## src/sbi_pkg.sv

```systemverilog
// package for the segment/box intersection block
// shared constants, register indexes, outcome codes and the classification tag
// no dependencies
`default_nettype none

package sbi_pkg;

    localparam int DEF_FRAC_BITS   = 16;
    localparam int DEF_COORD_WIDTH = 32;
    localparam int EPS_W           = 16;
    localparam int CFG_ADDR_W      = 3;
    localparam int FIFO_DEPTH      = 4;

    localparam logic [EPS_W-1:0] EPS_RESET = EPS_W'(66);

    localparam logic [CFG_ADDR_W-1:0] REG_EXT_MIN_X = 3'd0;
    localparam logic [CFG_ADDR_W-1:0] REG_EXT_MIN_Y = 3'd1;
    localparam logic [CFG_ADDR_W-1:0] REG_EXT_MIN_Z = 3'd2;
    localparam logic [CFG_ADDR_W-1:0] REG_EXT_MAX_X = 3'd3;
    localparam logic [CFG_ADDR_W-1:0] REG_EXT_MAX_Y = 3'd4;
    localparam logic [CFG_ADDR_W-1:0] REG_EXT_MAX_Z = 3'd5;
    localparam logic [CFG_ADDR_W-1:0] REG_PAR_EPS   = 3'd6;

    localparam logic [1:0] OUT_BOTH_IN  = 2'd0;
    localparam logic [1:0] OUT_ONE_IN   = 2'd1;
    localparam logic [1:0] OUT_SLAB_HIT = 2'd2;
    localparam logic [1:0] OUT_SLAB_MISS = 2'd3;

    typedef struct packed {
        logic       early;
        logic [1:0] code;
        logic       hit;
        logic       pmiss;
        logic [2:0] par;
    } sbi_tag_t;

    localparam int TAG_W = $bits(sbi_tag_t);

endpackage

`default_nettype wire

```

## src/sbi_front.sv

```systemverilog
// front end: configuration registers, box bounds, inside tests, slab numerators
// two register stages feeding the queue; depends on sbi_pkg
`default_nettype none

module sbi_front
    import sbi_pkg::*;
#(
    parameter int COORD_WIDTH = DEF_COORD_WIDTH
) (
    input  wire logic                          aclk,
    input  wire logic                          aresetn,
    input  wire logic                          cfg_we,
    input  wire logic [CFG_ADDR_W-1:0]         cfg_addr,
    input  wire logic [COORD_WIDTH-1:0]        cfg_wdata,
    input  wire logic                          s_valid,
    output logic                               s_ready,
    input  wire logic [2:0][COORD_WIDTH-1:0]   s_start,
    input  wire logic [2:0][COORD_WIDTH-1:0]   s_end,
    input  wire logic [2:0][COORD_WIDTH-1:0]   s_pos,
    output logic                               push_valid,
    input  wire logic                          push_ready,
    output logic [2:0][COORD_WIDTH-1:0]        push_nmin,
    output logic [2:0][COORD_WIDTH-1:0]        push_nmax,
    output logic [2:0][COORD_WIDTH-1:0]        push_d,
    output sbi_tag_t                           push_tag
);

    localparam int W = COORD_WIDTH;
    localparam logic [W-1:0] MAX_V = {1'b0, {(W-1){1'b1}}};
    localparam logic [W-1:0] MIN_V = {1'b1, {(W-1){1'b0}}};

    function automatic logic [W-1:0] sat_sum(input logic [W-1:0] a, input logic [W-1:0] b,
                                             input logic sub);
        logic [W:0] ax;
        logic [W:0] bx;
        logic [W:0] r;
        ax = {a[W-1], a};
        bx = {b[W-1], b};
        r  = sub ? (ax - bx) : (ax + bx);
        if (r[W] != r[W-1]) begin
            return r[W] ? MIN_V : MAX_V;
        end
        return r[W-1:0];
    endfunction

    logic [2:0][W-1:0]  ext_min_reg;
    logic [2:0][W-1:0]  ext_max_reg;
    logic [EPS_W-1:0]   eps_reg;

    always_ff @(posedge aclk) begin
        if (!aresetn) begin
            ext_min_reg <= '0;
            ext_max_reg <= '0;
            eps_reg     <= EPS_RESET;
        end else if (cfg_we) begin
            unique case (cfg_addr)
                REG_EXT_MIN_X: ext_min_reg[0] <= cfg_wdata;
                REG_EXT_MIN_Y: ext_min_reg[1] <= cfg_wdata;
                REG_EXT_MIN_Z: ext_min_reg[2] <= cfg_wdata;
                REG_EXT_MAX_X: ext_max_reg[0] <= cfg_wdata;
                REG_EXT_MAX_Y: ext_max_reg[1] <= cfg_wdata;
                REG_EXT_MAX_Z: ext_max_reg[2] <= cfg_wdata;
                REG_PAR_EPS:   eps_reg        <= cfg_wdata[EPS_W-1:0];
                default: ;
            endcase
        end
    end

    // handshake
    logic v1_reg;
    logic v2_reg;
    logic adv1;
    logic adv2;

    assign adv2       = !v2_reg || push_ready;
    assign adv1       = !v1_reg || adv2;
    assign s_ready    = adv1;
    assign push_valid = v2_reg;

    always_ff @(posedge aclk) begin
        if (!aresetn) begin
            v1_reg <= 1'b0;
            v2_reg <= 1'b0;
        end else begin
            if (adv1) v1_reg <= s_valid;
            if (adv2) v2_reg <= v1_reg;
        end
    end

    // stage 1: bounds and direction
    logic [2:0][W-1:0] s1_s_reg;
    logic [2:0][W-1:0] s1_e_reg;
    logic [2:0][W-1:0] s1_bmin_reg;
    logic [2:0][W-1:0] s1_bmax_reg;
    logic [2:0][W-1:0] s1_d_reg;

    always_ff @(posedge aclk) begin
        if (adv1) begin
            for (int a = 0; a < 3; a++) begin
                s1_s_reg[a]    <= s_start[a];
                s1_e_reg[a]    <= s_end[a];
                s1_bmin_reg[a] <= sat_sum(s_pos[a], ext_min_reg[a], 1'b0);
                s1_bmax_reg[a] <= sat_sum(s_pos[a], ext_max_reg[a], 1'b0);
                s1_d_reg[a]    <= sat_sum(s_end[a], s_start[a], 1'b1);
            end
        end
    end

    // stage 2: classification and numerators
    sbi_tag_t          tag_next;
    logic [2:0][W-1:0] nmin_next;
    logic [2:0][W-1:0] nmax_next;

    always_comb begin
        logic in_s;
        logic in_e;
        logic [W-1:0] dmag;
        in_s = 1'b1;
        in_e = 1'b1;
        tag_next = '0;
        for (int a = 0; a < 3; a++) begin
            if (!($signed(s1_s_reg[a]) > $signed(s1_bmin_reg[a]) &&
                  $signed(s1_s_reg[a]) < $signed(s1_bmax_reg[a]))) in_s = 1'b0;
            if (!($signed(s1_e_reg[a]) > $signed(s1_bmin_reg[a]) &&
                  $signed(s1_e_reg[a]) < $signed(s1_bmax_reg[a]))) in_e = 1'b0;
            dmag = s1_d_reg[a][W-1] ? (~s1_d_reg[a] + 1'b1) : s1_d_reg[a];
            tag_next.par[a] = (s1_d_reg[a] == '0) || (dmag < W'(eps_reg));
            if (tag_next.par[a] &&
                ($signed(s1_s_reg[a]) < $signed(s1_bmin_reg[a]) ||
                 $signed(s1_s_reg[a]) > $signed(s1_bmax_reg[a]))) tag_next.pmiss = 1'b1;
            nmin_next[a] = sat_sum(s1_bmin_reg[a], s1_s_reg[a], 1'b1);
            nmax_next[a] = sat_sum(s1_bmax_reg[a], s1_s_reg[a], 1'b1);
        end
        tag_next.early = in_s || in_e;
        tag_next.hit   = in_s != in_e;
        tag_next.code  = (in_s && in_e) ? OUT_BOTH_IN : OUT_ONE_IN;
    end

    always_ff @(posedge aclk) begin
        if (adv2) begin
            push_nmin <= nmin_next;
            push_nmax <= nmax_next;
            push_d    <= s1_d_reg;
            push_tag  <= tag_next;
        end
    end

endmodule

`default_nettype wire

```

## config.mk

```make
export PLATFORM = sky130hd
export DESIGN_NAME = sbi_front
export DESIGN_NICKNAME = d
export VERILOG_FILES = /design/src/sbi_pkg.sv /design/src/sbi_front.sv
export SDC_FILE = /design/constraint.sdc
export NUM_CORES = 2
export LEC_CHECK = 0
export BUFFER_PORTS_ARGS = -buffer_cell sky130_fd_sc_hd__buf_2
export CAP_MARGIN = 0
export CORE_MARGIN = 4
export CORE_UTILIZATION = 40
export CTS_CLUSTER_SIZE = 40
export DETAILED_ROUTE_END_ITERATION = 7
export REMOVE_ABC_BUFFERS = 1
export SLEW_MARGIN = 0
export SYNTH_ARGS = -nofsm -noshare
export SYNTH_HDL_FRONTEND = slang
export SYNTH_SLANG_ARGS = --single-unit
export TNS_END_PERCENT = 100
```

## constraint.sdc

```tcl
create_clock -name aclk -period 34.7 [get_ports aclk]
set_clock_uncertainty 0.05 [all_clocks]
set_input_delay 6.94 -clock aclk [delete_from_list [all_inputs] [get_ports aclk]]
set_output_delay 6.94 -clock aclk [all_outputs]
set_load 0.01 [all_outputs]
```

Word-level counts from Yosys, hierarchy flattened:

Cells that the tools add are included.

* order comparisons: 21
* bitwise logic cells: 3
* mux-type cells: 80
* reductions and logical operators: 33
* add/sub/neg operators: 18
* equality and inequality tests: 22

Operators by type and width (number)
* 32-bit 2-to-1 mux: 48
* 32-bit by 32-bit subtractor with 33-bit output: 9
* 32-bit > comparator: 9
* 32-bit less-than comparator: 9
* 32-bit by 32-bit adder with 33-bit output: 6
* 32-bit by 1-bit adder with 32-bit output, second input constant: 3
* 32-bit logical NOT: 3
* 32-bit by 16-bit less-than comparator with 1-bit output: 3
* 32-bit NOT: 3
* 1-bit 2-to-1 mux: 32
* 1-bit != test: 16
* 2-bit AND reduction: 7
* 1-bit logical AND: 10
* 3-bit == test, second input constant: 3
* 1-bit logical OR: 9
* 3-bit by 2-bit == test with 1-bit output, second input constant: 2
* 3-bit by 1-bit == test with 1-bit output, second input constant: 1
* 3-bit logical NOT: 1
* 1-bit logical NOT: 2
* 2-bit OR reduction: 1

* logic and storage cells: 215
* register bits: 986
* output and inout bits: 298

Longest topological paths before layout:

* depth in word-level cells: 7
* gate-level depth with buffers: 17

Worst setup path after synthesis:

OpenSTA, ideal clock, no wires.

* path kind: input port to output port
* start: input port push_ready
* end: output port s_ready
* stages: 2
* path buffers: 0
* arrival: 17.086 ns
* slack: 10.624 ns
* cells stage by stage: nor2b_1 nand2_1

* word-level cells in the longest chain between the ends: 2

RTL lines
* from (decl): line sbi_front.sv:21 `input wire logic push_ready,`
* 1-bit logical OR: line sbi_front.sv:75 `assign adv2 = !v2_reg || push_ready;`
* 1-bit logical OR: line sbi_front.sv:76 `assign adv1 = !v1_reg || adv2;`
* to (decl): line sbi_front.sv:16 `output logic s_ready,`

No other way between the ends.

Worst setup path after layout:

Ends and elaborated chain as after synthesis.

==> results.toml <==
[clocking]
cts_tree = "built"
post-cts-setup-buffer-count = 0
cts_sinks = 985
cts_buffers = 113
clk_latency_ns = 0.76
ctsHoldBuffers = 0
cts_htree_levels = 3
ctsLongestPathBuffers = 3
clk_pin_slew_ns = 0.06
root_buffer = "clkbuf_16"
post_cts_resized = 0

[timing]
hold_viol = 0
setup_viol = 0
slew_violations = 0
tightest_slew_ns = 1.21
fin_setup_tns_ns = 0
max_freq_ghz = 0.0652
min_period_ns = 15.34
rsz0062_at_grt = "no"
finalCritPeriodShare = 0.442
worst_slew_margin_rel = 0.190

[floorplan]
die_y_um = 418
core-area_mm2 = 0.167
start_util = 0.403
fp.dieW_um = 418
die_area_mm2 = 0.175
rows = 150
num_io_pins = 626

[synth]
synthFlopType = "edfxtp_1"
synth_area_leader_cell = "edfxtp_1"
synthesis.area_mm2 = 0.0674
yosys-top-cells-count = "775 x edfxtp_1, 737 x a21oi_1, 727 x nand2_1"
syn_avg_cell_area_um2 = 9.55
synth_top_area_share = 0.345
synth-async-reset-ratio = 0
synth_most_common_cell = "edfxtp_1"
synth_cells = 7056
synthTopCellsByArea = "edfxtp_1 35%, ha_1 13%, dfxtp_1 6.2%"
synth-seq-cells = 985
yosysUniqueCellTypes = 96
yosys_warnings = 0
yosysSeqAreaShare = 0.408
synth_edf_count = 775

[drt]
drt_pass1_iterations = 6
via_count = 56300
drc = 0
antenna_left = 0
drt_iter0_markers = 4675
wl_per_cell_um = 24.2
viasPerCell = 5.65
wirelength_um = 242000

[grt]
first_global_vias = 53600
grt_antenna_before_repair = 74
grt_max_degree = 172
grt-ovfl-total = 0
gr-usage-all-layers = 0.266
grt_pass1_wl_um = 349000

[setup_path]
startpoint_type = "input pin"
critPathKind = "in -> out"
worst_ep_arrival_time_ns = 8.35
critPathCaptureType = "primary output"
required_ns = 27.71
cp_max_fo = 26

[pwr]
ir_worst_vdd_v = 0.0000386
p_leak_nw = 33.3
power_density_mw_per_mm2 = 57.0
finalPower_mw = 4.39

[layout]
drive_gt1_frac = 0.121
synthToLayoutAreaGrowth_pct = 14.1
nFillCells = 16100
fin_cells = 9975
seq_area_mm2 = 0.0275
fin_nets = 8695
multi_input_area_mm2 = 0.0370

[worst_hold_path]
hold_path_class = "reg -> reg"

[placement]
port_buffers = 624
gp_congestion = 0.969
hpwl_um = 197000
place_inst = 9716

[run_status]
status = "complete, no violations"

[flow_run]
cap_violations = 0
==> layer usage <==
metal | vias up | global-route usage | wire [um]
met1 | 27000 | 0.345 | 103000
li1 | 27100 | - | -
met5 | - | 0 | 58
met2 | 1735 | 0.432 | 112000
met3 | 447 | 0.0361 | 13400
met4 | 10 | 0.143 | 13200
==> kinds of logic after synthesis <==
kind of cell	synth area share
AO/OA/AOI/OAI	0.213
XOR/XNOR	0.0600
adder cells (fa/ha/maj)	0.153
buffers and inverters	0.0439
flip-flops	0.408
multiplexers	0.00195
other	0.0000556
AND/OR/NAND/NOR	0.120
==> final cells by class <==
type | count | area share
diodes | 47 | 0.00153
inverters | 552 | 0.0270
clock buffers | 142 | 0.0391
repair buffers | 685 | 0.0469
well taps | 2204 | 0.0359
multi-input cells | 5290 | 0.481
clock inverters | 70 | 0.0109
flip-flops and latches | 985 | 0.357
==> metrics by stage <==
stage / worst slack [ns] / cell area, um^2 / hold WS, ns / util
2_1_floorplan: 10.62 / 66500 / 0.393 / -
3_3_place_gp: 19.34 / 73000 / 0.404 / 0.436
3_5_place_dp: 19.33 / 73000 / 0.409 / 0.436
4_1_cts: 19.33 / 76800 / 0.417 / 0.459
5_1_grt: 19.26 / 76900 / 0.439 / 0.459
6_report: 19.36 / 76900 / 0.412 / 0.459
==> final timing paths <==
check	start	to	slack (ns)	cells after the start
max	push_ready	s_ready	19.36	4
min	eps_reg[7]	eps_reg[7]	0.41	2
max reg2reg	s1_s_reg[32]	push_nmin[43]	28.72	12
min reg2reg	eps_reg[7]	eps_reg[7]	0.41	2
==> power breakdown <==
| group | leakage [nW] | internal [mW] | switching (mW) |
|---|---|---|---|
| logic | 21.7 | 0.541 | 0.846 |
| clock network | 1.87 | 0.736 | 0.525 |
| registers | 9.77 | 1.57 | 0.166 |
==> worst max-delay path, cell delays in order <==
cell and delay, ns:
buf_2 0.10, nor2b_1 0.50, nand2_4 0.42, buf_2 0.35
==> cells in the final DEF (no fill, tap or decap), types with 47 or more instances in the layout <==
master     synthesis  routed
a21boi_0         217     217
diode_2            0      47
nand4_1          114     114
buf_2             18     623
clkbuf_16          0     114
ha_1             725     725
o21a_1            71      71
buf_4              1      60
nand2b_1          76      76
nor2b_1           71      71
nor2_1           290     287
nor3_1            89      87
nand3_1          110     110
a31oi_1           49      49
a21o_1           338     338
a21oi_1          737     737
dfxtp_1          210     210
o21bai_1          77      77
maj3_1            96      96
edfxtp_1         775     775
xnor2_1          281     280
inv_1            552     551
xor2_1           179     179
a211oi_1          60      60
nand2_1          727     726
o21ai_0          418     418
Power figures use the tool's default switching activity.
