==> src/sbi_pkg.sv <==
// package for the segment/box intersection block
// shared constants, register indexes, outcome codes and the classification tag
// no dependencies
`default_nettype none

package sbi_pkg;

    localparam int DEF_FRAC_BITS   = 16;
    localparam int DEF_COORD_WIDTH = 32;
    localparam int EPS_W           = 16;
    localparam int CFG_ADDR_W      = 3;
    localparam int FIFO_DEPTH      = 4;

    localparam logic [EPS_W-1:0] EPS_RESET = EPS_W'(66);

    localparam logic [CFG_ADDR_W-1:0] REG_EXT_MIN_X = 3'd0;
    localparam logic [CFG_ADDR_W-1:0] REG_EXT_MIN_Y = 3'd1;
    localparam logic [CFG_ADDR_W-1:0] REG_EXT_MIN_Z = 3'd2;
    localparam logic [CFG_ADDR_W-1:0] REG_EXT_MAX_X = 3'd3;
    localparam logic [CFG_ADDR_W-1:0] REG_EXT_MAX_Y = 3'd4;
    localparam logic [CFG_ADDR_W-1:0] REG_EXT_MAX_Z = 3'd5;
    localparam logic [CFG_ADDR_W-1:0] REG_PAR_EPS   = 3'd6;

    localparam logic [1:0] OUT_BOTH_IN  = 2'd0;
    localparam logic [1:0] OUT_ONE_IN   = 2'd1;
    localparam logic [1:0] OUT_SLAB_HIT = 2'd2;
    localparam logic [1:0] OUT_SLAB_MISS = 2'd3;

    typedef struct packed {
        logic       early;
        logic [1:0] code;
        logic       hit;
        logic       pmiss;
        logic [2:0] par;
    } sbi_tag_t;

    localparam int TAG_W = $bits(sbi_tag_t);

endpackage

`default_nettype wire

==> src/sbi_fifo.sv <==
// short queue between the front end and the divider back end
// depends on sbi_pkg for its default depth
`default_nettype none

module sbi_fifo
    import sbi_pkg::*;
#(
    parameter int DW    = 8,
    parameter int DEPTH = FIFO_DEPTH
) (
    input  wire logic          aclk,
    input  wire logic          aresetn,
    input  wire logic          wr_valid,
    output logic               wr_ready,
    input  wire logic [DW-1:0] wr_data,
    output logic               rd_valid,
    input  wire logic          rd_ready,
    output logic [DW-1:0]      rd_data
);

    localparam int PW = $clog2(DEPTH);
    localparam int CW = $clog2(DEPTH + 1);

    logic [DW-1:0] mem_reg [DEPTH];
    logic [PW-1:0] wr_ptr_reg;
    logic [PW-1:0] rd_ptr_reg;
    logic [CW-1:0] count_reg;
    logic          do_wr;
    logic          do_rd;

    assign wr_ready = count_reg != CW'(DEPTH);
    assign rd_valid = count_reg != '0;
    assign rd_data  = mem_reg[rd_ptr_reg];
    assign do_wr    = wr_valid && wr_ready;
    assign do_rd    = rd_valid && rd_ready;

    always_ff @(posedge aclk) begin
        if (!aresetn) begin
            wr_ptr_reg <= '0;
            rd_ptr_reg <= '0;
            count_reg  <= '0;
        end else begin
            if (do_wr) wr_ptr_reg <= (wr_ptr_reg == PW'(DEPTH - 1)) ? '0 : wr_ptr_reg + 1'b1;
            if (do_rd) rd_ptr_reg <= (rd_ptr_reg == PW'(DEPTH - 1)) ? '0 : rd_ptr_reg + 1'b1;
            if (do_wr && !do_rd) count_reg <= count_reg + 1'b1;
            else if (do_rd && !do_wr) count_reg <= count_reg - 1'b1;
        end
    end

    always_ff @(posedge aclk) begin
        if (do_wr) mem_reg[wr_ptr_reg] <= wr_data;
    end

endmodule

`default_nettype wire

==> config.mk <==
export PLATFORM = sky130hd
export DESIGN_NAME = sbi_fifo
export DESIGN_NICKNAME = d
export VERILOG_FILES = /design/src/sbi_pkg.sv /design/src/sbi_fifo.sv
export SDC_FILE = /design/constraint.sdc
export NUM_CORES = 1
export LEC_CHECK = 0
export BUFFER_PORTS_ARGS = -buffer_cell sky130_fd_sc_hd__buf_2
export CAP_MARGIN = 20
export CORE_ASPECT_RATIO = 1.1
export CORE_UTILIZATION = 40
export CTS_BUF_LIST = sky130_fd_sc_hd__clkbuf_4 sky130_fd_sc_hd__clkbuf_8 sky130_fd_sc_hd__clkbuf_16
export DETAILED_ROUTE_END_ITERATION = 6
export PLACE_DENSITY_LB_ADDON = 0.12
export SLEW_MARGIN = 0
export SYNTH_ARGS = -nofsm -noshare
export SYNTH_HDL_FRONTEND = slang
export SYNTH_SLANG_ARGS = --single-unit
==> constraint.sdc <==
create_clock -name aclk -period 6.6 [get_ports aclk]
set_clock_uncertainty 0.1 [all_clocks]
set_input_delay 0.66 -clock aclk [delete_from_list [all_inputs] [get_ports aclk]]
set_output_delay 0.66 -clock aclk [all_outputs]
set_load 0.05 [all_outputs]
# == Word level (Yosys, flattened, before mapping) ==
# Memories as Yosys holds them, arrays and structs flattened. A register that Yosys moved wholly into a read port is not among the register bits.
# Cells that the tools add are included.
# op_classes
reduce_logical,8
n_addsub,4
mux,8
eq_ne,3
# op_table
cell,count
two-way mux 2 bit,4
two-way mux 3 bit,2
adder 2 x 1 -> 2 bit (second input constant),2
== test 2 bit (second input constant),2
logical AND 1 bit,4
adder 3 x 1 -> 3 bit (second input constant),1
inequality test 3 bit (second input constant),1
nonzero test 3 bit,1
subtractor 3 x 1 -> 3 bit (second input constant),1
logical NOT 1 bit,2
two-way mux 1 bit,2
nonzero test 2 bit,1
# totals
memories,1
register_bits,7
ram_bits,32
word_cells,27
# memory_table
name,words,word_bits,rd,rd_ports_with_merged_regs,write_ports,line_no,source
mem_reg,4,8,1,1,1,sbi_fifo.sv:24,logic [DW-1:0] mem_reg [DEPTH];

# == Depth between registers and ports, before layout ==
# Gate-level depths: netlist (run 1).
# depth
ltp_word,6
depth_mapped,9
mapped_depth_nobuf,8

# == Least setup slack after synthesis (run 1) ==
# No wires, ideal clock.
# synth_path
kind,flip-flop to flip-flop
startpoint,register count_reg[0]
endpoint,register count_reg[2]
arrival_ps,2299
period_less_slack_ps,2475
setup_ps,76
stages_incl_launch_ff,10
slack_ps,4125
cell_sequence,dfxtp_1 -> or3b_1 -> clkbuf_2 -> and2_4 -> ha_1 -> inv_1 -> fa_1 -> xor2_1 -> or3_2 -> a21boi_0
# synth_via
elab_chain_len,5
word_cells_on_any_way,13
classes_between,add/sub (2); eq/ne (1); mux (2); reduce/logical (8)
# synth_rtl
element,line_no,source
"start, declared",sbi_fifo.sv:27,logic [CW-1:0] count_reg;
"start signal, assigned",sbi_fifo.sv:45,if (do_wr && !do_rd) count_reg <= count_reg + 1'b1;
"start signal, assigned",sbi_fifo.sv:46,else if (do_rd && !do_wr) count_reg <= count_reg - 1'b1;
inequality test 3 bit *,sbi_fifo.sv:31,assign wr_ready = count_reg != CW'(DEPTH);
via wr_ready,sbi_fifo.sv:14,"output logic wr_ready,"
logical AND 1 bit *,sbi_fifo.sv:34,assign do_wr = wr_valid && wr_ready;
via do_wr,sbi_fifo.sv:28,logic do_wr;
logical NOT 1 bit,sbi_fifo.sv:46,
logical AND 1 bit,sbi_fifo.sv:46,
nonzero test 2 bit (no line),n/a,
# Mark *: on every way through the listed nets, which the timed path passes. The rest lies on a longest branch. The select of a mux whose other input is x is not followed.
# A chain may end at the register's enable or synchronous reset.

==> impl_metrics.xml, run 1 <==
<?xml version="1.0" encoding="UTF-8"?>
<metrics>
  <group name="run_status">
    <metric name="run_status" unit="">finished clean</metric>
  </group>
  <group name="yosys">
    <metric name="ys_seq_elements" unit="">41</metric>
    <metric name="syn_area_per_cell" unit="um^2">17.6</metric>
    <metric name="yosys.area.top_type" unit="">edfxtp_1</metric>
    <metric name="synth_top_cell_area_share" unit="%">58.8</metric>
    <metric name="yosys_warnings" unit="">0</metric>
    <metric name="synth-async-reset-ratio" unit="%">0</metric>
    <metric name="synth_edf_count" unit="">32</metric>
    <metric name="ys.flop_type" unit="">edfxtp_1</metric>
    <metric name="synth_seq_area_share" unit="%">69.8</metric>
    <metric name="synth_cells" unit="">93</metric>
    <metric name="yosysUniqueCellTypes" unit="">26</metric>
    <metric name="synth_fp_nets" unit="">112</metric>
    <metric name="synthesis.area" unit="um^2">1640</metric>
    <metric name="synth.top_cells.by_area" unit="">edfxtp_1 59%, dfxtp_1 11%, mux4_2 11%, ha_1 4.6%, and3_2 1.8%</metric>
  </group>
  <group name="cells_and_area">
    <metric name="antenna-diode-count" unit="">0</metric>
    <metric name="largest_register_ff_count" unit="">32</metric>
    <metric name="most-common-layout-cells" unit="">32 x edfxtp_1, 21 x buf_2, 9 x dfxtp_1, 8 x mux4_2, 6 x ha_1</metric>
    <metric name="area_delta_synth_final" unit="%">16.1</metric>
    <metric name="layout-drive-gt1-share" unit="%">36.4</metric>
    <metric name="mostFrequentLayoutCell" unit="">edfxtp_1</metric>
    <metric name="post_layout_nonfiller_instances" unit="">170</metric>
    <metric name="final_design_area_no_fill" unit="um^2">1900</metric>
    <metric name="final_nets" unit="">136</metric>
  </group>
  <group name="timing">
    <metric name="maxClockFrequency" unit="GHz">0.392</metric>
    <metric name="final.period_utilization" unit="%">38.6</metric>
    <metric name="actual_slew_at_the_worst_max_slew_pin" unit="ns">0.580</metric>
    <metric name="postLayoutSetupSlackWorst" unit="ns">4.05</metric>
    <metric name="timing.final.setup_violations" unit="">0</metric>
    <metric name="worst_slew_margin_rel" unit="%">61.3</metric>
    <metric name="setup-tns-final" unit="ns">0</metric>
    <metric name="finalMaxSlewViolations" unit="">0</metric>
    <metric name="grt_setup_unrepaired" unit="">no</metric>
    <metric name="layout_min_cycle_time" unit="ns">2.55</metric>
    <metric name="finalHoldViolCount" unit="">0</metric>
  </group>
  <group name="route">
    <metric name="wl_met2" unit="um">1260</metric>
    <metric name="route.detailed.drc" unit="">0</metric>
    <metric name="topRoutingLayerUsed" unit="">met4</metric>
    <metric name="routed-wl-met3" unit="um">104</metric>
    <metric name="routed_wire_length_per_instance" unit="um">14.7</metric>
    <metric name="vias_per_cell" unit="">4.93</metric>
    <metric name="first_iter_violations" unit="">19</metric>
    <metric name="vias" unit="">838</metric>
    <metric name="wl_met1" unit="um">1070</metric>
    <metric name="drtAntennaViolNets" unit="">0</metric>
    <metric name="firstDrtPassIters" unit="">3</metric>
    <metric name="routed_wire_length" unit="um">2500</metric>
  </group>
  <group name="power">
    <metric name="power.density" unit="nW/um^2">430</metric>
    <metric name="power.static_leakage" unit="uW">0.000691</metric>
    <metric name="vdd.ir_drop.worst" unit="uV">241</metric>
  </group>
  <group name="hold_path">
    <metric name="hold_path.startpoint" unit="">wr_ptr_reg[1]$_SDFFE_PN0P_</metric>
    <metric name="holdCritPathClass" unit="">reg2reg</metric>
  </group>
  <group name="floorplan">
    <metric name="fp.dieArea" unit="um^2">4350</metric>
    <metric name="chipHeight" unit="um">69.1</metric>
    <metric name="die_width" unit="um">63.0</metric>
    <metric name="placementRows" unit="">24</metric>
    <metric name="boundaryPins" unit="">22</metric>
    <metric name="initial_core_util" unit="%">41.6</metric>
    <metric name="design.core.area" unit="um^2">3930</metric>
  </group>
  <group name="cts">
    <metric name="htreeDepth" unit="">2</metric>
    <metric name="cts_tree" unit="">built</metric>
    <metric name="cts_inserted_buffers" unit="">5</metric>
    <metric name="path_clk_slew" unit="ns">0.07</metric>
    <metric name="post_cts.resized_instances" unit="">0</metric>
    <metric name="cts_num_sinks" unit="">41</metric>
    <metric name="post-cts-setup-buffer-count" unit="">0</metric>
    <metric name="cts.root.buffer_cell" unit="">clkbuf_8</metric>
    <metric name="max_root_sink_buffers" unit="">2</metric>
    <metric name="cts_hold_buf" unit="">0</metric>
    <metric name="clkLatencyLatePin" unit="ns">0.29</metric>
  </group>
  <group name="worst_setup_path">
    <metric name="endpoint_kind" unit="">output pin</metric>
    <metric name="r2r_start" unit="">count_reg[0]$_SDFFE_PN0P_</metric>
    <metric name="critical_path.max_fanout" unit="">8</metric>
    <metric name="crit_arrival" unit="ns">1.79</metric>
    <metric name="critPathLaunchType" unit="">flop</metric>
    <metric name="cp_data_required_time" unit="ns">5.84</metric>
    <metric name="setup.worst_path.class" unit="">reg2out</metric>
  </group>
  <group name="placement">
    <metric name="port_buffers" unit="">21</metric>
    <metric name="gpl.final_weighted_congestion" unit="">0.743</metric>
    <metric name="place_area" unit="um^2">1790</metric>
    <metric name="placedCellCount" unit="">162</metric>
    <metric name="hpwlAfterDp" unit="um">1750</metric>
    <metric name="dpl_worst_slack" unit="ns">4.06</metric>
  </group>
  <group name="global_route">
    <metric name="grt.overflow.total" unit="">0</metric>
    <metric name="grt_start_max_net_pins" unit="">13</metric>
    <metric name="grt_pass1_wl" unit="um">4160</metric>
    <metric name="via_count_of_the_first_global_routing_pass" unit="">842</metric>
    <metric name="initial_antenna_violation_count" unit="">0</metric>
    <metric name="track_usage" unit="%">13.5</metric>
  </group>
  <group name="job">
    <metric name="maxCapViolations" unit="">0</metric>
  </group>
</metrics>
==> metrics by stage <==
step                      utilization, %  power, uW  hold slack, ns
final                               48.3        817           0.415
after floorplan                        -        573           0.368
after global routing                48.3        858           0.454
after detailed placement            45.5        632           0.407
after global placement              45.5        624           0.391
after CTS                           48.3        828           0.417
==> cell type report <==
type	count	area, um^2
clock buffer	6	76.3
clock inverter	2	33.8
fill	347	2040
inverter	3	11.3
multi-input combinational	45	465
sequential	41	1140
tap	52	65.1
timing repair buffer	21	105
==> worst paths after layout <==
path                            slack (ns)                         end  cells past startpoint
worst min-delay path                  0.42  wr_ptr_reg[1]$_SDFFE_PN0P_                      2
worst max-delay path                  4.05                  rd_data[4]                      2
worst max register to register        4.11   count_reg[2]$_SDFFE_PN0P_                      7
worst min register to register        0.42  wr_ptr_reg[1]$_SDFFE_PN0P_                      2
==> logic make-up after synthesis <==
| kind of cell | synth area share (%) |
|---|---|
| AO/OA/AOI/OAI | 2.14 |
| XOR/XNOR | 1.07 |
| adder cells (fa/ha/maj) | 5.81 |
| buffers and inverters | 1.76 |
| flip-flops | 69.8 |
| multiplexers | 12.2 |
| AND/OR/NAND/NOR | 7.19 |
==> report_power, final <==
group | switching, uW | total (uW) | internal (uW)
sequential | 35.2 | 353 | 318
combinational | 170 | 268 | 98.2
clock | 79.3 | 195 | 116
==> critical path: stages, from the launching register on <==
cell	delay, ns
dfxtp_1	0.69
mux4_2	0.58
buf_2	0.23
==> routing by layer <==
| metal | vias up | GRT usage [%] |
|---|---|---|
| met4 | 0 | 7.75 |
| met2 | 20 | 21.7 |
| met5 | - | 0 |
| met3 | 7 | 4.64 |
| met1 | 410 | 15.4 |
| li1 | 401 | - |
==> cells in the mapped netlist (2+ instances only) <==
library cell / instances
inv_1: 3
nor2_1: 2
mux2i_1: 2
ha_1: 6
dfxtp_1: 9
edfxtp_1: 32
nand2_1: 5
o21ai_0: 4
nand3_1: 2
mux4_2: 8
or3_2: 2
and3_2: 4
Note: power is estimated with default switching activity, not from simulation.
==> run 2, diff against run 1 <==
Clock period 6.6 ns to 2.1 ns, I/O delays scaled along.
==> run 2 against run 1 <==
Flip-flop and latch count unchanged. Highest routed layer unchanged. Combinational power grew to 3.6 times the previous value. Cell count is 1.8% higher. Design area rose by 2.3%. Global-route usage decreased by 0.064 points. Largest power group unchanged. Clock power up 150%. Largest cell class unchanged. Via count shrank 0.48%. Count of clock-buffer cells in the layout fell by 1. Non-clock buffer count is 3 higher. Utilization is 1.1 points higher.
==> impl_metrics.xml, run 2 (synthesis results as in run 1) <==
<?xml version="1.0" encoding="UTF-8"?>
<metrics>
  <group name="worst_setup_path">
    <metric name="crit_path_cell_chain" unit="">or3b_1 &gt; and2_4 &gt; ha_4 &gt; inv_2 &gt; fa_2 &gt; xor2_1 &gt; or3_4 &gt; a21boi_2</metric>
    <metric name="cell_type_of_the_slowest_stage_on_the_worst_timing_path" unit="">dfxtp_4</metric>
    <metric name="timing.critical_path.slowest_cell_delay" unit="ns">0.37</metric>
    <metric name="critPathLaunchType" unit="">flop</metric>
    <metric name="setup.worst_path.class" unit="">reg2reg</metric>
    <metric name="crit_arrival" unit="ns">2.13</metric>
    <metric name="worstPathBufferInverterCount" unit="">1</metric>
    <metric name="cp_data_required_time" unit="ns">2.22</metric>
    <metric name="endpoint_kind" unit="">flop</metric>
    <metric name="critical_path.max_fanout" unit="">5</metric>
    <metric name="cp_top_family" unit="">simple AND/OR/NAND/NOR gates</metric>
  </group>
  <group name="floorplan">
    <metric name="placementRows" unit="">24</metric>
    <metric name="boundaryPins" unit="">22</metric>
    <metric name="initial_core_util" unit="%">41.6</metric>
    <metric name="chipHeight" unit="um">69.1</metric>
    <metric name="design.core.area" unit="um^2">3930</metric>
    <metric name="die_width" unit="um">63.0</metric>
    <metric name="fp.dieArea" unit="um^2">4350</metric>
  </group>
  <group name="cts">
    <metric name="cts_tree" unit="">built</metric>
    <metric name="clkLatencyLatePin" unit="ns">0.28</metric>
    <metric name="cts_num_sinks" unit="">41</metric>
    <metric name="htreeDepth" unit="">2</metric>
    <metric name="cts.root.buffer_cell" unit="">clkbuf_8</metric>
    <metric name="path_clk_slew" unit="ns">0.08</metric>
    <metric name="max_root_sink_buffers" unit="">2</metric>
    <metric name="post-cts-setup-buffer-count" unit="">0</metric>
    <metric name="cts_inserted_buffers" unit="">5</metric>
  </group>
  <group name="route">
    <metric name="routed_wire_length_per_instance" unit="um">14.7</metric>
    <metric name="routed_wire_length" unit="um">2540</metric>
    <metric name="vias_per_cell" unit="">4.82</metric>
    <metric name="firstDrtPassIters" unit="">4</metric>
    <metric name="first_iter_violations" unit="">34</metric>
    <metric name="route.detailed.drc" unit="">0</metric>
    <metric name="drtAntennaViolNets" unit="">0</metric>
    <metric name="vias" unit="">834</metric>
  </group>
  <group name="cells_and_area">
    <metric name="mostFrequentLayoutCell" unit="">edfxtp_1</metric>
    <metric name="largest_register_ff_count" unit="">32</metric>
    <metric name="most-common-layout-cells" unit="">32 x edfxtp_1, 21 x buf_2, 8 x mux4_2, 6 x dfxtp_1</metric>
    <metric name="antenna-diode-count" unit="">0</metric>
    <metric name="final_nets" unit="">139</metric>
    <metric name="layout-drive-gt1-share" unit="%">45.5</metric>
    <metric name="number_of_fill_cells_in_the_layout" unit="">344</metric>
    <metric name="area_delta_synth_final" unit="%">18.7</metric>
  </group>
  <group name="global_route">
    <metric name="grt.overflow.total" unit="">0</metric>
    <metric name="grt_start_max_net_pins" unit="">14</metric>
    <metric name="track_usage" unit="%">13.4</metric>
    <metric name="via_count_of_the_first_global_routing_pass" unit="">833</metric>
    <metric name="grt_pass1_wl" unit="um">4160</metric>
    <metric name="initial_antenna_violation_count" unit="">0</metric>
  </group>
  <group name="timing">
    <metric name="finalMaxSlewViolations" unit="">0</metric>
    <metric name="layout_min_cycle_time" unit="ns">2.00</metric>
    <metric name="fin_hold_ws" unit="ns">0.0393</metric>
    <metric name="worst_slew_margin_rel" unit="%">71.0</metric>
    <metric name="timing.final.setup_violations" unit="">0</metric>
    <metric name="final.period_utilization" unit="%">95.5</metric>
    <metric name="setup-tns-final" unit="ns">0</metric>
    <metric name="actual_slew_at_the_worst_max_slew_pin" unit="ns">0.434</metric>
    <metric name="maxClockFrequency" unit="GHz">0.499</metric>
    <metric name="grt_setup_unrepaired" unit="">yes</metric>
    <metric name="finalHoldViolCount" unit="">0</metric>
  </group>
  <group name="power">
    <metric name="sequentialPowerShare" unit="%">43.1</metric>
    <metric name="vdd.ir_drop.worst" unit="uV">700</metric>
    <metric name="combPwrFrac" unit="%">38.0</metric>
    <metric name="power.static_leakage" unit="uW">0.000696</metric>
    <metric name="power.net_switching" unit="uW">938</metric>
    <metric name="power.switching_fraction" unit="%">36.6</metric>
    <metric name="p_int" unit="uW">1630</metric>
    <metric name="clock_power_share" unit="%">18.9</metric>
    <metric name="power.density" unit="nW/um^2">1320</metric>
  </group>
  <group name="hold_path">
    <metric name="holdCritPathClass" unit="">in2reg</metric>
  </group>
  <group name="placement">
    <metric name="port_buffers" unit="">21</metric>
    <metric name="gpl.final_weighted_congestion" unit="">0.669</metric>
    <metric name="hpwlAfterDp" unit="um">1760</metric>
  </group>
  <group name="run_status">
    <metric name="run_status" unit="">finished clean</metric>
  </group>
  <group name="job">
    <metric name="maxCapViolations" unit="">0</metric>
  </group>
</metrics>
## run 2: final cells by class
class                      instances  area, um^2  share of cell area [%]
sequential                        41        1150                    59.2
multi-input combinational         45         502                    25.8
timing repair buffer              24         128                    6.57
clock buffer                       5        68.8                    3.54
tap                               52        65.1                    3.35
clock inverter                     3        17.5                   0.902
inverter                           3        11.3                   0.580
## run 2: what timing repair did
item / CTS / global route
gates resized for setup: 0 / 3
hold buffers: 0 / 0
endpoints found under the setup margin: 0 / 1
## run 2: path summary, 6_finish.rpt
kind | start | to | slack [ns] | depth (start not counted)
max | count_reg[2]$_SDFFE_PN0P_ | count_reg[2]$_SDFFE_PN0P_ | 0.1 | 8
min | wr_data[2] | mem_reg[1][2]$_DFFE_PP_ | 0.04 | 1
max reg2reg | count_reg[2]$_SDFFE_PN0P_ | count_reg[2]$_SDFFE_PN0P_ | 0.1 | 8
min reg2reg | wr_ptr_reg[1]$_SDFFE_PN0P_ | wr_ptr_reg[1]$_SDFFE_PN0P_ | 0.41 | 2
## run 2: metrics by stage
| step | util (%) | worst slack (ns) | instances | cell area (um^2) | power [uW] |
|---|---|---|---|---|---|
| 2_1_floorplan | - | -0.0246 | 93 | 1670 | 1880 |
| 3_3_place_gp | 46.8 | 0.110 | 165 | 1840 | 2070 |
| 3_5_place_dp | 46.8 | 0.0448 | 165 | 1840 | 2080 |
| 4_1_cts | 49.0 | 0.0539 | 173 | 1930 | 2570 |
| 5_1_grt | 49.4 | -0.00226 | 173 | 1940 | 2720 |
| 6_report | 49.4 | 0.0953 | 173 | 1940 | 2560 |
## run 2: worst reg2reg max path: cells and delay by family (launching register included)
| family | cells | cell delay, ns |
|---|---|---|
| flops | 1 | 0.37 |
| simple gates | 3 | 0.67 |
| fa+ha+maj | 2 | 0.48 |
| xor+xnor | 1 | 0.17 |
| buf+inv | 1 | 0.04 |
| compound gates | 1 | 0.11 |
## run 2: power groups by stage
stage	Clock [uW]	Sequential, uW	Combinational [uW]
floorplan	0	1080	794
global placement	0	1100	962
detailed placement	0	1110	967
CTS	500	1100	971
global route	534	1120	1060
finish	484	1100	974
## run 2: layer usage
metal  global-route usage (%)  vias up  routed length, um
met5                        0        -                  0
met4                     6.20        0                 17
met3                     4.14        2                138
met2                     22.6       22               1330
met1                     15.4      403               1050
li1                         -      407                  -
==> run 3, diff against run 2 <==
--- a/config.mk
+++ b/config.mk
@@ -12,4 +12,5 @@
 export CTS_BUF_LIST = sky130_fd_sc_hd__clkbuf_4 sky130_fd_sc_hd__clkbuf_8 sky130_fd_sc_hd__clkbuf_16
 export DETAILED_ROUTE_END_ITERATION = 6
+export HOLD_SLACK_MARGIN = 0.05
 export PLACE_DENSITY_LB_ADDON = 0.12
 export SLEW_MARGIN = 0
==> constraint.sdc (replaced) <==
create_clock -name aclk -period 2.1 [get_ports aclk]
set_clock_uncertainty 0.1 [all_clocks]
set_input_delay 0.42 -clock aclk [delete_from_list [all_inputs] [get_ports aclk]]
set_output_delay 0.42 -clock aclk [all_outputs]
set_load 0.05 [all_outputs]
==> run 3 against run 2 <==
Worst setup slack got worse by 0.035 ns. Critical endpoint unchanged. Critical path depth did not move. Highest routed layer unchanged. Sequential power hardly changed. Clock power grew 26%. Largest cell class unchanged.
==> impl_metrics.xml, run 3 (synthesis results as in run 1) <==
<?xml version="1.0" encoding="UTF-8"?>
<metrics>
  <group name="global_route">
    <metric name="via_count_of_the_first_global_routing_pass" unit="">913</metric>
    <metric name="grt_pass1_wl" unit="um">4250</metric>
    <metric name="grt.overflow.total" unit="">0</metric>
    <metric name="grt_start_max_net_pins" unit="">13</metric>
    <metric name="track_usage" unit="%">13.4</metric>
    <metric name="initial_antenna_violation_count" unit="">0</metric>
  </group>
  <group name="timing">
    <metric name="actual_slew_at_the_worst_max_slew_pin" unit="ns">0.424</metric>
    <metric name="fin_hold_ws" unit="ns">0.246</metric>
    <metric name="postLayoutSetupSlackWorst" unit="ns">0.0601</metric>
    <metric name="final.period_utilization" unit="%">97.1</metric>
    <metric name="layout_min_cycle_time" unit="ns">2.04</metric>
    <metric name="grt_setup_unrepaired" unit="">yes</metric>
    <metric name="finalMaxSlewViolations" unit="">0</metric>
    <metric name="maxClockFrequency" unit="GHz">0.490</metric>
    <metric name="timing.final.setup_violations" unit="">0</metric>
    <metric name="worst_slew_margin_rel" unit="%">71.7</metric>
    <metric name="finalHoldViolCount" unit="">0</metric>
  </group>
  <group name="worst_setup_path">
    <metric name="crit_path_cell_chain" unit="">or3b_1 &gt; and2_4 &gt; ha_4 &gt; inv_2 &gt; fa_2 &gt; xor2_1 &gt; or3_4 &gt; a21boi_1</metric>
    <metric name="setup.worst_path.class" unit="">reg2reg</metric>
    <metric name="cp_top_family" unit="">simple AND/OR/NAND/NOR gates</metric>
    <metric name="worstPathBufferInverterCount" unit="">1</metric>
    <metric name="critical_path.max_fanout" unit="">5</metric>
    <metric name="cell_type_of_the_slowest_stage_on_the_worst_timing_path" unit="">or3b_1</metric>
    <metric name="worst_setup_path_startpoint" unit="">count_reg[0]$_SDFFE_PN0P_</metric>
    <metric name="crit_arrival" unit="ns">2.15</metric>
    <metric name="r2r_start" unit="">count_reg[0]$_SDFFE_PN0P_</metric>
    <metric name="endpoint_kind" unit="">flop</metric>
    <metric name="cp_data_required_time" unit="ns">2.21</metric>
    <metric name="critPathLaunchType" unit="">flop</metric>
    <metric name="timing.critical_path.slowest_cell_delay" unit="ns">0.40</metric>
  </group>
  <group name="cts">
    <metric name="cts.root.buffer_cell" unit="">clkbuf_8</metric>
    <metric name="cts_inserted_buffers" unit="">5</metric>
    <metric name="max_root_sink_buffers" unit="">2</metric>
    <metric name="clkLatencyLatePin" unit="ns">0.29</metric>
    <metric name="htreeDepth" unit="">2</metric>
    <metric name="cts_hold_buf" unit="">0</metric>
    <metric name="cts_num_sinks" unit="">41</metric>
    <metric name="path_clk_slew" unit="ns">0.07</metric>
    <metric name="cts_tree" unit="">built</metric>
  </group>
  <group name="run_status">
    <metric name="run_status" unit="">finished clean</metric>
  </group>
  <group name="floorplan">
    <metric name="fp.dieArea" unit="um^2">4350</metric>
    <metric name="initial_core_util" unit="%">41.6</metric>
    <metric name="die_width" unit="um">63.0</metric>
    <metric name="placementRows" unit="">24</metric>
    <metric name="boundaryPins" unit="">22</metric>
    <metric name="design.core.area" unit="um^2">3930</metric>
    <metric name="chipHeight" unit="um">69.1</metric>
  </group>
  <group name="cells_and_area">
    <metric name="post_layout_nonfiller_instances" unit="">173</metric>
    <metric name="area_delta_synth_final" unit="%">20.2</metric>
    <metric name="final_nets" unit="">139</metric>
    <metric name="largest_register_ff_count" unit="">32</metric>
    <metric name="mostFrequentLayoutCell" unit="">edfxtp_1</metric>
    <metric name="final_design_area_no_fill" unit="um^2">1970</metric>
    <metric name="most-common-layout-cells" unit="">32 x edfxtp_1, 20 x buf_2, 8 x mux4_2, 6 x dfxtp_1</metric>
    <metric name="layout-drive-gt1-share" unit="%">43.8</metric>
    <metric name="antenna-diode-count" unit="">0</metric>
  </group>
  <group name="placement">
    <metric name="dpl_worst_slack" unit="ns">0.00737</metric>
    <metric name="place_area" unit="um^2">1840</metric>
    <metric name="port_buffers" unit="">21</metric>
    <metric name="gpl.final_weighted_congestion" unit="">0.703</metric>
    <metric name="placedCellCount" unit="">165</metric>
    <metric name="hpwlAfterDp" unit="um">1740</metric>
  </group>
  <group name="route">
    <metric name="vias_per_cell" unit="">5.05</metric>
    <metric name="first_iter_violations" unit="">33</metric>
    <metric name="route.detailed.drc" unit="">0</metric>
    <metric name="routed_wire_length" unit="um">2480</metric>
    <metric name="vias" unit="">873</metric>
    <metric name="drtAntennaViolNets" unit="">0</metric>
    <metric name="routed_wire_length_per_instance" unit="um">14.3</metric>
    <metric name="firstDrtPassIters" unit="">4</metric>
  </group>
  <group name="job">
    <metric name="maxCapViolations" unit="">0</metric>
  </group>
  <group name="power">
    <metric name="p_int" unit="uW">1760</metric>
    <metric name="sequentialPowerShare" unit="%">40.9</metric>
    <metric name="combPwrFrac" unit="%">36.4</metric>
    <metric name="power.static_leakage" unit="uW">0.000709</metric>
    <metric name="design_power_total" unit="uW">2690</metric>
    <metric name="power.switching_fraction" unit="%">34.4</metric>
    <metric name="vdd.ir_drop.worst" unit="uV">954</metric>
    <metric name="power.net_switching" unit="uW">926</metric>
    <metric name="clock_power_share" unit="%">22.7</metric>
    <metric name="power.density" unit="nW/um^2">1370</metric>
  </group>
  <group name="hold_path">
    <metric name="holdCritPathClass" unit="">in2reg</metric>
    <metric name="hold_path.startpoint" unit="">wr_data[7]</metric>
  </group>
</metrics>
-- run 3: changes by cell type in the layout (fill, tap and decap cells not counted) --
cell,change
a21boi_2,-1
buf_6,+1
clkinv_2,-2
dfxtp_4,-1
clkinvlp_4,-1
clkbuf_4,+1
dfxtp_2,+1
bufinv_16,+1
a21boi_1,+1
buf_2,-1
clkinv_1,+1
-- run 3: timing repair --
action                     CTS  global route
setup endpoints to repair    1             9
setup buffers                0             0
gates resized for setup      1             3
-- run 3: worst paths after layout --
check / cells past startpoint / endpoint / slack (ns)
max: 8 / count_reg[2]$_SDFFE_PN0P_ / 0.06
min: 1 / mem_reg[1][7]$_DFFE_PP_ / 0.25
min reg2reg: 2 / wr_ptr_reg[1]$_SDFFE_PN0P_ / 0.42
max reg2reg: 8 / count_reg[2]$_SDFFE_PN0P_ / 0.06
-- run 3: power by group through the flow --
stage	sequential, uW	clock (uW)	combinational (uW)
3_3_place_gp	1100	0	962
5_1_grt	1120	649	1060
3_5_place_dp	1110	0	973
6_report	1100	610	978
4_1_cts	1100	625	984
2_1_floorplan	1080	0	794
-- run 3: layout make-up --
type	count	area [um^2]
clock buffers	6	76.3
clock inverters	2	33.8
fillers	333	1970
inverters	3	11.3
multi-input cells	45	498
flip-flops and latches	41	1150
well taps	52	65.1
repair buffers	24	134
-- run 3: layer usage --
layer	routed length, um	GRT usage (%)
met1	1050	15.8
met2	1270	22.0
met3	117	4.64
met4	48	6.20
met5	0	0
-- run 3: through the flow --
step	util, %	setup TNS [ns]
final	50.0	0
after global routing	50.0	-0.0130
after detailed placement	46.8	0
after floorplan	-	-0.0246
after CTS	49.8	0
after global placement	46.8	0
